$ cat config.mk
export PLATFORM = sky130hd
export DESIGN_NAME = sector_cache_tag_policy
export DESIGN_NICKNAME = d
export VERILOG_FILES = /design/src/rtl/sctp_pkg.sv /design/src/rtl/sector_cache_tag_policy.sv
export SDC_FILE = /design/constraint.sdc
export NUM_CORES = 1
export LEC_CHECK = 0
export BUFFER_PORTS_ARGS = -buffer_cell sky130_fd_sc_hd__buf_2
export CORE_ASPECT_RATIO = 0.9
export CORE_MARGIN = 8
export CORE_UTILIZATION = 50
export CTS_CLUSTER_SIZE = 16
export DETAILED_ROUTE_END_ITERATION = 7
export GPL_TIMING_DRIVEN = 0
export PLACE_DENSITY = 0.79
export RECOVER_POWER = 100
export SLEW_MARGIN = 10
export SYNTH_ARGS = -nofsm -noshare
export SYNTH_HDL_FRONTEND = slang
export SYNTH_SLANG_ARGS = --single-unit
$ cat constraint.sdc
create_clock -name i_clk -period 7 [get_ports i_clk]
set_input_delay 0.35 -clock i_clk [delete_from_list [all_inputs] [get_ports i_clk]]
set_output_delay 0.35 -clock i_clk [all_outputs]
set_load 0.005 [all_outputs]
$ cat src/rtl/sctp_pkg.sv
// ----------------------------------------------------------------------------
// sctp_pkg: shared constants and types of the sector cache tag controller
// Geometry of the tag store, field widths and operation codes.
// ----------------------------------------------------------------------------
package sctp_pkg;

    // tag store geometry
    localparam int ENTRIES      = 8;
    localparam int IDX_W        = $clog2(ENTRIES);
    localparam int COUNTER_BITS = 14;
    localparam int SECTOR_SHIFT = 9;
    localparam int ADDR_W       = 32;
    localparam int SECTOR_W     = ADDR_W - SECTOR_SHIFT;
    localparam int OP_W         = 2;

    localparam logic [IDX_W-1:0]        LAST_IDX    = IDX_W'(ENTRIES - 1);
    localparam logic [COUNTER_BITS-1:0] COUNTER_MAX = {COUNTER_BITS{1'b1}};

    // operation codes
    typedef enum logic [OP_W-1:0] {
        OP_READ  = 2'd0,
        OP_WRITE = 2'd1,
        OP_FLUSH = 2'd2,
        OP_NONE  = 2'd3
    } t_op;

    // sequencer states
    typedef enum logic [3:0] {
        ST_IDLE   = 4'b0001,
        ST_SCAN   = 4'b0010,
        ST_DECIDE = 4'b0100,
        ST_FLUSH  = 4'b1000
    } t_state;

endpackage

$ cat src/rtl/sector_cache_tag_policy.sv
// ----------------------------------------------------------------------------
// sector_cache_tag_policy: tag and replacement controller of a sector cache
// Fully associative write-back tag store with least-written replacement.
// ----------------------------------------------------------------------------
// Usage
//   A transaction is taken at a rising edge with start high and busy low.
//   i_operation selects read, write or flush; i_byte_address gives the byte
//   address, whose sector is the address shifted right by SECTOR_SHIFT.
//   Operation code three is taken and ignored: no result, no busy time.
//   Results appear for one cycle with o_result_strobe high; o_last marks the
//   final result of a transaction. The receiver cannot stall the block.
// Timing
//   Read or write: one cycle per entry while a single comparator pair walks
//   the tag store, then a decision state; the result strobe is registered
//   from the decision state, and busy is high meanwhile.
//   Flush: one cycle per entry, a write-back result in the cycle after each
//   dirty entry is visited; the final result is the last write-back, or with
//   no dirty entry a bare result on the cycle busy falls.
// Reset
//   i_rst_n low clears valid, dirty and write counters at once; sector tags
//   are only read for valid entries and carry no reset.
// ----------------------------------------------------------------------------
module sector_cache_tag_policy (
    input  logic                          i_clk,
    input  logic                          i_rst_n,
    input  logic                          start,
    output logic                          busy,
    input  logic [sctp_pkg::OP_W-1:0]     i_operation,
    input  logic [sctp_pkg::ADDR_W-1:0]   i_byte_address,
    output logic                          o_result_strobe,
    output logic                          o_hit,
    output logic [sctp_pkg::IDX_W-1:0]    o_entry_index,
    output logic                          o_writeback_valid,
    output logic [sctp_pkg::SECTOR_W-1:0] o_writeback_sector,
    output logic                          o_fill_valid,
    output logic [sctp_pkg::SECTOR_W-1:0] o_fill_sector,
    output logic                          o_last
);

    // state
    sctp_pkg::t_state r_state, n_state;

    logic [sctp_pkg::ENTRIES-1:0]      r_valid;
    logic [sctp_pkg::ENTRIES-1:0]      r_dirty;
    logic [sctp_pkg::COUNTER_BITS-1:0] r_counter [sctp_pkg::ENTRIES];
    logic [sctp_pkg::SECTOR_W-1:0]     r_sector  [sctp_pkg::ENTRIES];

    // per-transaction working registers
    logic [sctp_pkg::IDX_W-1:0]        r_idx;
    logic                              r_is_write;
    logic [sctp_pkg::SECTOR_W-1:0]     r_req_sector;
    logic                              r_hit_found;
    logic [sctp_pkg::IDX_W-1:0]        r_hit_idx;
    logic [sctp_pkg::COUNTER_BITS-1:0] r_hit_cnt;
    logic                              r_inv_found;
    logic [sctp_pkg::IDX_W-1:0]        r_inv_idx;
    logic [sctp_pkg::COUNTER_BITS-1:0] r_min_cnt;
    logic [sctp_pkg::IDX_W-1:0]        r_min_idx;
    logic [sctp_pkg::SECTOR_W-1:0]     r_min_sector;
    logic                              r_min_dirty;
    logic                              r_flush_emitted;

    // output registers
    logic                              r_strobe;
    logic                              r_hit;
    logic [sctp_pkg::IDX_W-1:0]        r_entry_index;
    logic                              r_wb_valid;
    logic [sctp_pkg::SECTOR_W-1:0]     r_wb_sector;
    logic                              r_fill_valid;
    logic [sctp_pkg::SECTOR_W-1:0]     r_fill_sector;
    logic                              r_last;

    logic accept;
    assign busy   = (r_state != sctp_pkg::ST_IDLE);
    assign accept = start && !busy;

    // shared scan unit: one entry read, one tag compare, one counter compare
    logic [sctp_pkg::SECTOR_W-1:0]     scan_sector;
    logic [sctp_pkg::COUNTER_BITS-1:0] scan_cnt;
    logic                              scan_valid;
    logic                              scan_match;
    logic                              scan_less;
    logic                              scan_at_end;

    assign scan_sector = r_sector[r_idx];
    assign scan_cnt    = r_counter[r_idx];
    assign scan_valid  = r_valid[r_idx];
    assign scan_match  = scan_valid && (scan_sector == r_req_sector);
    assign scan_less   = (scan_cnt < r_min_cnt);
    assign scan_at_end = (r_idx == sctp_pkg::LAST_IDX);

    // decision for an access
    logic                              dec_hit;
    logic [sctp_pkg::IDX_W-1:0]        dec_idx;
    logic                              dec_wb;
    logic [sctp_pkg::COUNTER_BITS-1:0] dec_base_cnt;
    logic [sctp_pkg::COUNTER_BITS-1:0] dec_new_cnt;

    always_comb begin
        dec_hit = r_hit_found;
        dec_wb  = 1'b0;
        if (r_hit_found) begin
            dec_idx = r_hit_idx;
        end else if (r_inv_found) begin
            dec_idx = r_inv_idx;
        end else begin
            dec_idx = r_min_idx;
            dec_wb  = r_min_dirty;
        end
        dec_base_cnt = r_hit_found ? r_hit_cnt : '0;
        if (r_is_write && (dec_base_cnt != sctp_pkg::COUNTER_MAX)) begin
            dec_new_cnt = dec_base_cnt + 1'b1;
        end else begin
            dec_new_cnt = dec_base_cnt;
        end
    end

    // flush step: is the current entry dirty, and does any other remain
    logic [sctp_pkg::ENTRIES-1:0] idx_onehot;
    logic [sctp_pkg::ENTRIES-1:0] pending;
    logic                         fl_cur;
    logic                         fl_others;

    assign idx_onehot = {{(sctp_pkg::ENTRIES-1){1'b0}}, 1'b1} << r_idx;
    assign pending    = r_valid & r_dirty;
    assign fl_cur     = pending[r_idx];
    assign fl_others  = |(pending & ~idx_onehot);

    // sequencer
    always_comb begin
        n_state = r_state;
        unique case (r_state)
            sctp_pkg::ST_IDLE: begin
                if (accept) begin
                    if ((i_operation == sctp_pkg::OP_READ) ||
                        (i_operation == sctp_pkg::OP_WRITE)) begin
                        n_state = sctp_pkg::ST_SCAN;
                    end else if (i_operation == sctp_pkg::OP_FLUSH) begin
                        n_state = sctp_pkg::ST_FLUSH;
                    end
                end
            end
            sctp_pkg::ST_SCAN: begin
                if (scan_at_end) n_state = sctp_pkg::ST_DECIDE;
            end
            sctp_pkg::ST_DECIDE: begin
                n_state = sctp_pkg::ST_IDLE;
            end
            sctp_pkg::ST_FLUSH: begin
                if (scan_at_end) n_state = sctp_pkg::ST_IDLE;
            end
            default: n_state = sctp_pkg::ST_IDLE;
        endcase
    end

    // control state, tag flags and counters
    always_ff @(posedge i_clk) begin
        if (!i_rst_n) begin
            r_state         <= sctp_pkg::ST_IDLE;
            r_valid         <= '0;
            r_dirty         <= '0;
            r_strobe        <= 1'b0;
            r_idx           <= '0;
            r_hit_found     <= 1'b0;
            r_inv_found     <= 1'b0;
            r_flush_emitted <= 1'b0;
            for (int i = 0; i < sctp_pkg::ENTRIES; i++) begin
                r_counter[i] <= '0;
            end
        end else begin
            r_state  <= n_state;
            r_strobe <= 1'b0;
            unique case (r_state)
                sctp_pkg::ST_IDLE: begin
                    r_idx           <= '0;
                    r_hit_found     <= 1'b0;
                    r_inv_found     <= 1'b0;
                    r_flush_emitted <= 1'b0;
                end
                sctp_pkg::ST_SCAN: begin
                    r_idx <= r_idx + 1'b1;
                    if (scan_match && !r_hit_found) r_hit_found <= 1'b1;
                    if (!scan_valid && !r_inv_found) r_inv_found <= 1'b1;
                end
                sctp_pkg::ST_DECIDE: begin
                    r_strobe          <= 1'b1;
                    r_valid[dec_idx]  <= 1'b1;
                    r_dirty[dec_idx]  <= r_is_write ? 1'b1 :
                                         (dec_hit ? r_dirty[dec_idx] : 1'b0);
                    r_counter[dec_idx] <= dec_new_cnt;
                end
                sctp_pkg::ST_FLUSH: begin
                    r_idx            <= r_idx + 1'b1;
                    r_dirty[r_idx]   <= 1'b0;
                    r_counter[r_idx] <= '0;
                    if (fl_cur) r_flush_emitted <= 1'b1;
                    r_strobe <= fl_cur || (scan_at_end && !r_flush_emitted);
                end
                default: ;
            endcase
        end
    end

    // payload: request capture, scan records, sector tags, result fields
    always_ff @(posedge i_clk) begin
        if (accept) begin
            r_is_write   <= (i_operation == sctp_pkg::OP_WRITE);
            r_req_sector <= i_byte_address[sctp_pkg::ADDR_W-1:sctp_pkg::SECTOR_SHIFT];
        end
        case (r_state)
            sctp_pkg::ST_SCAN: begin
                if (scan_match && !r_hit_found) begin
                    r_hit_idx <= r_idx;
                    r_hit_cnt <= scan_cnt;
                end
                if (!scan_valid && !r_inv_found) r_inv_idx <= r_idx;
                // first entry seeds the minimum, strict less keeps lowest index
                if ((r_idx == '0) || scan_less) begin
                    r_min_cnt    <= scan_cnt;
                    r_min_idx    <= r_idx;
                    r_min_sector <= scan_sector;
                    r_min_dirty  <= r_dirty[r_idx];
                end
            end
            sctp_pkg::ST_DECIDE: begin
                if (!dec_hit) r_sector[dec_idx] <= r_req_sector;
                r_hit         <= dec_hit;
                r_entry_index <= dec_idx;
                r_wb_valid    <= dec_wb;
                r_wb_sector   <= dec_wb ? r_min_sector : '0;
                r_fill_valid  <= !dec_hit;
                r_fill_sector <= dec_hit ? '0 : r_req_sector;
                r_last        <= 1'b1;
            end
            sctp_pkg::ST_FLUSH: begin
                r_hit         <= 1'b0;
                r_entry_index <= fl_cur ? r_idx : '0;
                r_wb_valid    <= fl_cur;
                r_wb_sector   <= fl_cur ? scan_sector : '0;
                r_fill_valid  <= 1'b0;
                r_fill_sector <= '0;
                r_last        <= fl_cur ? !fl_others : 1'b1;
            end
            default: ;
        endcase
    end

    assign o_result_strobe    = r_strobe;
    assign o_hit              = r_hit;
    assign o_entry_index      = r_entry_index;
    assign o_writeback_valid  = r_wb_valid;
    assign o_writeback_sector = r_wb_sector;
    assign o_fill_valid       = r_fill_valid;
    assign o_fill_sector      = r_fill_sector;
    assign o_last             = r_last;

    // a hit never requests a fill or a write-back
    a_hit_no_transfer: assert property (@(posedge i_clk) disable iff (!i_rst_n)
        (o_result_strobe && o_hit) |-> (!o_fill_valid && !o_writeback_valid))
        else $error("hit result carries a transfer request");

    // a result that is not last is always followed by more work
    a_more_results: assert property (@(posedge i_clk) disable iff (!i_rst_n)
        (o_result_strobe && !o_last) |-> busy)
        else $error("non-final result with the controller idle");

    // an accepted access is followed by busy, with no result strobe yet
    a_access_busy: assert property (@(posedge i_clk) disable iff (!i_rst_n)
        (accept && ((i_operation == sctp_pkg::OP_READ) ||
                    (i_operation == sctp_pkg::OP_WRITE))) |=> (busy && !o_result_strobe))
        else $error("access transaction not held busy");

endmodule

* Yosys cells after proc, flatten, opt, wreduce, memory -nomap -nowiden
Memories as Yosys holds them, arrays and structs flattened. A register that Yosys moved wholly into a read port is not among the register bits.
Index checks and enable logic that the tools add are counted.
** Storage, ports and cells
- Memories kept :: 2
- Register bits :: 165
- Bits in writable memories :: 296
- Output and inout port bits :: 55
- Logic and storage cells :: 159
- Input port bits :: 37
** Operators by class
- Muxes and demuxes :: 68
- Reductions and logical operators :: 34
- Bitwise gates (word level) :: 6
- Eq/ne operators :: 17
- Shifts and indexed selects :: 1
- $lt $le $gt $ge :: 5
- Add/subtract/negate cells :: 2
** Memory list
- r_sector :: words 8, width 23, read ports 1, clocked after memory_dff 1, write ports 1, line sector_cache_tag_policy.sv:46 : logic [sctp_pkg::SECTOR_W-1:0] r_sector [sctp_pkg::ENTRIES];
- r_counter :: words 8, width 14, read ports 1, clocked after memory_dff 1, write ports 8, line sector_cache_tag_policy.sv:45 : logic [sctp_pkg::COUNTER_BITS-1:0] r_counter [sctp_pkg::ENTRIES];
** Operator list (number)
- $pmux W23 S2 :: 2
- $mux W23 :: 3
- $mux W14 :: 4
- $reduce_or A14 Y1 :: 2
- $mux W3 :: 9
- $mux W1 :: 26
- $and A8 B8 Y8 :: 3
- $eq A23 B23 Y1 :: 1
- $mux W4 :: 5
- $not A8 Y8 :: 2
- $pmux W1 S2 :: 8
- $pmux W8 S2 :: 1
- $add A14 B1 Y14 const B :: 1
- $lt A14 B14 Y1 :: 1
- $ne A14 B14 Y1 const B :: 1
- $bmux W1 S3 :: 4
- $ne A2 B2 Y1 const B :: 6
- $pmux W3 S2 :: 2
- $pmux W4 S3 :: 1
- $reduce_and A2 Y1 :: 6
- $bwmux W8 :: 1
- $logic_and A1 B1 Y1 :: 8
- $lt A3 B4 Y1 const B :: 2
- $or A8 B8 Y8 :: 1
- 21 further kinds :: 33

* Logic depth before layout (Yosys ltp)
- Word-level depth :: 8
- Gate-level depth with buffers :: 12
- Gate-level depth less buffers :: 9

* Worst setup path before layout
Ideal clock, no wire load.
- Kind :: flip-flop to flip-flop
- From :: reg (tool-made name)
- To :: reg r_min_cnt[0] (netlist name) (enable)
- Setup time :: 403 ps
- Data arrival time :: 4260 ps
- Clock period less this slack :: 4663 ps
- Cell stages (with the launch flop) :: 13
- Slack :: 2337 ps
- Path through :: dfxtp_1 buf_4 buf_4 buf_2 mux4_2 mux2_2 ha_1 a21o_1 a21o_1 a21o_1 a21o_1 a211oi_1 o311a_1
** RTL lines
- end signal, assigned :: line sector_cache_tag_policy.sv:219 : r_min_cnt <= scan_cnt;
- end, declared :: line sector_cache_tag_policy.sv:57 : logic [sctp_pkg::COUNTER_BITS-1:0] r_min_cnt;

==> run metrics <==
Inst Count DP between 1500 and 2000; Seq/Total Area, Yosys a little over two thirds; Area contributors post-synth edfxtp_1 (67%), mux4_2 (6.8%), nor2_1 (3.1%); initial core utilization between 50% and 60%; cell breakdown of the critical path clkbuf_1 > buf_4 > clkbuf_1 > mux4_2 > mux2_2 > ha_1 > a21o_1 > a21o_1 > a21o_1 > a21o_1 > a211oi_1 > o311a_2 > buf_12; largest net degree at the start of global routing 37; final RePlAce weighted congestion 0.935; Post-DP HPWL around 31000 µm; Post-synth top flop edfxtp_1; CP Buf/Inv Count 4; slowest CP cell clkbuf_1; first-pass iteration count of the detailed router 6; PortBufs 82; CP max stage delay ~0.70 ns; maxcap violations 6; GRT overflow 0; CP top delay family buffers and inverters; final setup TNS 0 ns; number of global-route vias before repair approximately 12000; pwr/cell area about 260 mW/mm²; Routed WL 47600 µm; Crit path required time roughly 7.3 ns; CTS tree done; startpoint types register; Site Rows 68; Crit. End Element register; ports placed on the boundary a little over 90; final-stage net count roughly 1500; skew final between 0.015 and 0.02 ns; Slew Viols, Final roughly 120; dpl cell area 0.0209 mm²; average size of a mapped cell between 15 and 20 µm²; drt initial violations 1204; first-pass GRT wire length approximately 71000 µm; Num CTS Buffers 45; Period minus WS final between 5 and 6 ns; Max Buffers Root-to-Sink 3; Final Core Density between 50% and 60%; ANT nets after route 0; CTS root buf clkbuf_16; Leakage around 0.0072 µW; Routed WL per cell roughly 24 µm; finished layout cell area ~0.022 mm²; worst-path maximum fanout 23; worst hold path type input pin to register; Crit path top cell by count a21o_1; CTS HTree Levels 2; CTS Sinks 464; Setup violations, final 0; Synth area leader edfxtp_1; #FFs+latches synth around 460; Die Area ~0.046 mm²; commonest non-fill, non-tap cell in the layout edfxtp_1; Mapped Cells ~1200; top cell type's share of synthesized area about two thirds; fin crit share between 80 and 90%; Vias about 12000; initial antenna violation count 1; Mapped Area between 0.015 and 0.02 mm²; cts repair resizes 0; die height approximately 200 µm; layout cell share with drive strength beyond 1 around 14%; Layout area overhead 13.3%; Peak VDD IR 0.239 mV; WP data arrival approximately 6 ns; Max-Slew Margin vs Limit -39.3%; EDFF count, synth between 400 and 500; Global Route Usage Sum 20.5%; Netlist cell types 73; worst slew pin tran about 2.1 ns; Post-route DRC 0; most frequent cells in the layout edfxtp_1 (434), nor2_1 (163), clkbuf_1 (99), nand2_1 (83), mux4_2 (59); failing checks max-capacitance violations, max-slew violations; Fin. Hold Viols 0; Final Non-Filler Cells ~2000; FMAX around 170 MHz; Die X approximately 220 µm; Syn. warnings 0; RSZ-0062 raised after global routing false; status finished, violations left; WS Path Type register to register; Post-synth ARST share 0%; Synth Net Count 1297; Skew-Pair Late Insertion Delay approximately 0.57 ns; via/cell ratio approximately 6; core area approximately 0.038 mm²; CTS clk-pin slew, worst paths 0.06 ns
-- through the flow --
step                hold slack (ns)  worst slack (ns)  total power [µW]
floorplan                     0.438              2.34              3360
global placement              0.450             0.974              3460
detailed placement            0.456              1.96              3490
CTS                          0.0135              1.96              5840
global route                 0.0787             0.887              5940
finish                        0.116              1.25              5810
-- routing by layer --
| layer | GRT usage [%] | share of wire (%) |
|---|---|---|
| met5 | 0 | 0 |
| met2 | 32.3 | 47 |
| met1 | 28.3 | 41 |
| met4 | 6.42 | 2.7 |
| met3 | 4.80 | 9.8 |
-- what timing repair did --
| item | CTS | global route |
|---|---|---|
| hold buffers | 22 | 0 |
| hold endpoints to repair | 22 | 0 |
| setup buffers | 0 | 0 |
| setup endpoints to repair | 0 | 0 |
-- path summary, 6_finish.rpt --
check                     startpoint          endpoint  slack [ns]  cells after the start
hold / removal    i_byte_address[22]  r_req_sector[13]        0.12                      1
setup reg to reg            register   r_min_sector[5]        1.25                     13
hold reg to reg      r_flush_emitted   r_flush_emitted        0.48                      2
setup / recovery            register   r_min_sector[5]        1.25                     13
-- synth_stat cells, types with 4 or more instances --
library cell,count
mux2i_2,4
nand3b_1,10
mux2_1,6
nor3_1,11
a21boi_0,5
mux2i_1,44
nor2b_1,6
nor2_1,163
o221ai_1,7
xnor2_1,17
inv_1,32
o21ai_1,8
a22o_1,11
ha_1,20
nand4_1,8
clkbuf_1,23
dfxtp_1,30
o22ai_1,4
xor2_1,12
o211ai_1,5
mux4_2,59
nor4b_1,4
and2_1,39
o21ai_0,28
a21o_1,9
nand3_1,17
a22oi_1,8
a21oi_1,15
mux2i_4,7
buf_2,18
o21a_1,15
nand2_1,83
mux2_2,21
edfxtp_1,434
buf_6,5
-- sequential cells by signal, summed over array words and instances (netlist names), 3 cells and up, named ones only --
signal              flops
r_sector              184
r_counter             112
o_fill_sector          23
o_writeback_sector     23
r_min_sector           23
r_req_sector           23
r_hit_cnt              14
r_min_cnt              14
r_dirty                 8
r_valid                 8
r_state                 4
o_entry_index           3
r_hit_idx               3
r_idx                   3
r_inv_idx               3
r_min_idx               3
-- logic make-up (layout without fill, tap and decap cells) --
| kind of cell | after synthesis | in the layout | share of synthesized area (%) |
|---|---|---|---|
| compound gates | 139 | 139 | 5.08 |
| xor+xnor | 29 | 29 | 1.30 |
| fa+ha+maj | 20 | 20 | 1.28 |
| buf+inv | 85 | 280 | 2.08 |
| flops | 464 | 464 | 69.8 |
| mux | 141 | 141 | 11.7 |
| other cells | 0 | 1 | 0 |
| simple gates | 362 | 362 | 8.70 |
-- where the power goes --
part | total [µW] | internal, µW | switching (µW)
registers | 3180 | 3120 | 62.0
logic | 247 | 87.0 | 160
clock network | 2380 | 1330 | 1040
total | 5810 | 4540 | 1270
-- final cells by class --
cell class / instances / area [µm²]
diodes: 1 / 2.50
flip-flops and latches: 464 / 13600
plain buffers: 51 / 263
well taps: 525 / 657
fillers: 2999 / 16300
inverters: 34 / 128
clock buffers: 49 / 1140
repair buffers: 117 / 637
clock inverters: 29 / 292
multi-input cells: 691 / 5360
Note: power is estimated with default switching activity, not from simulation.
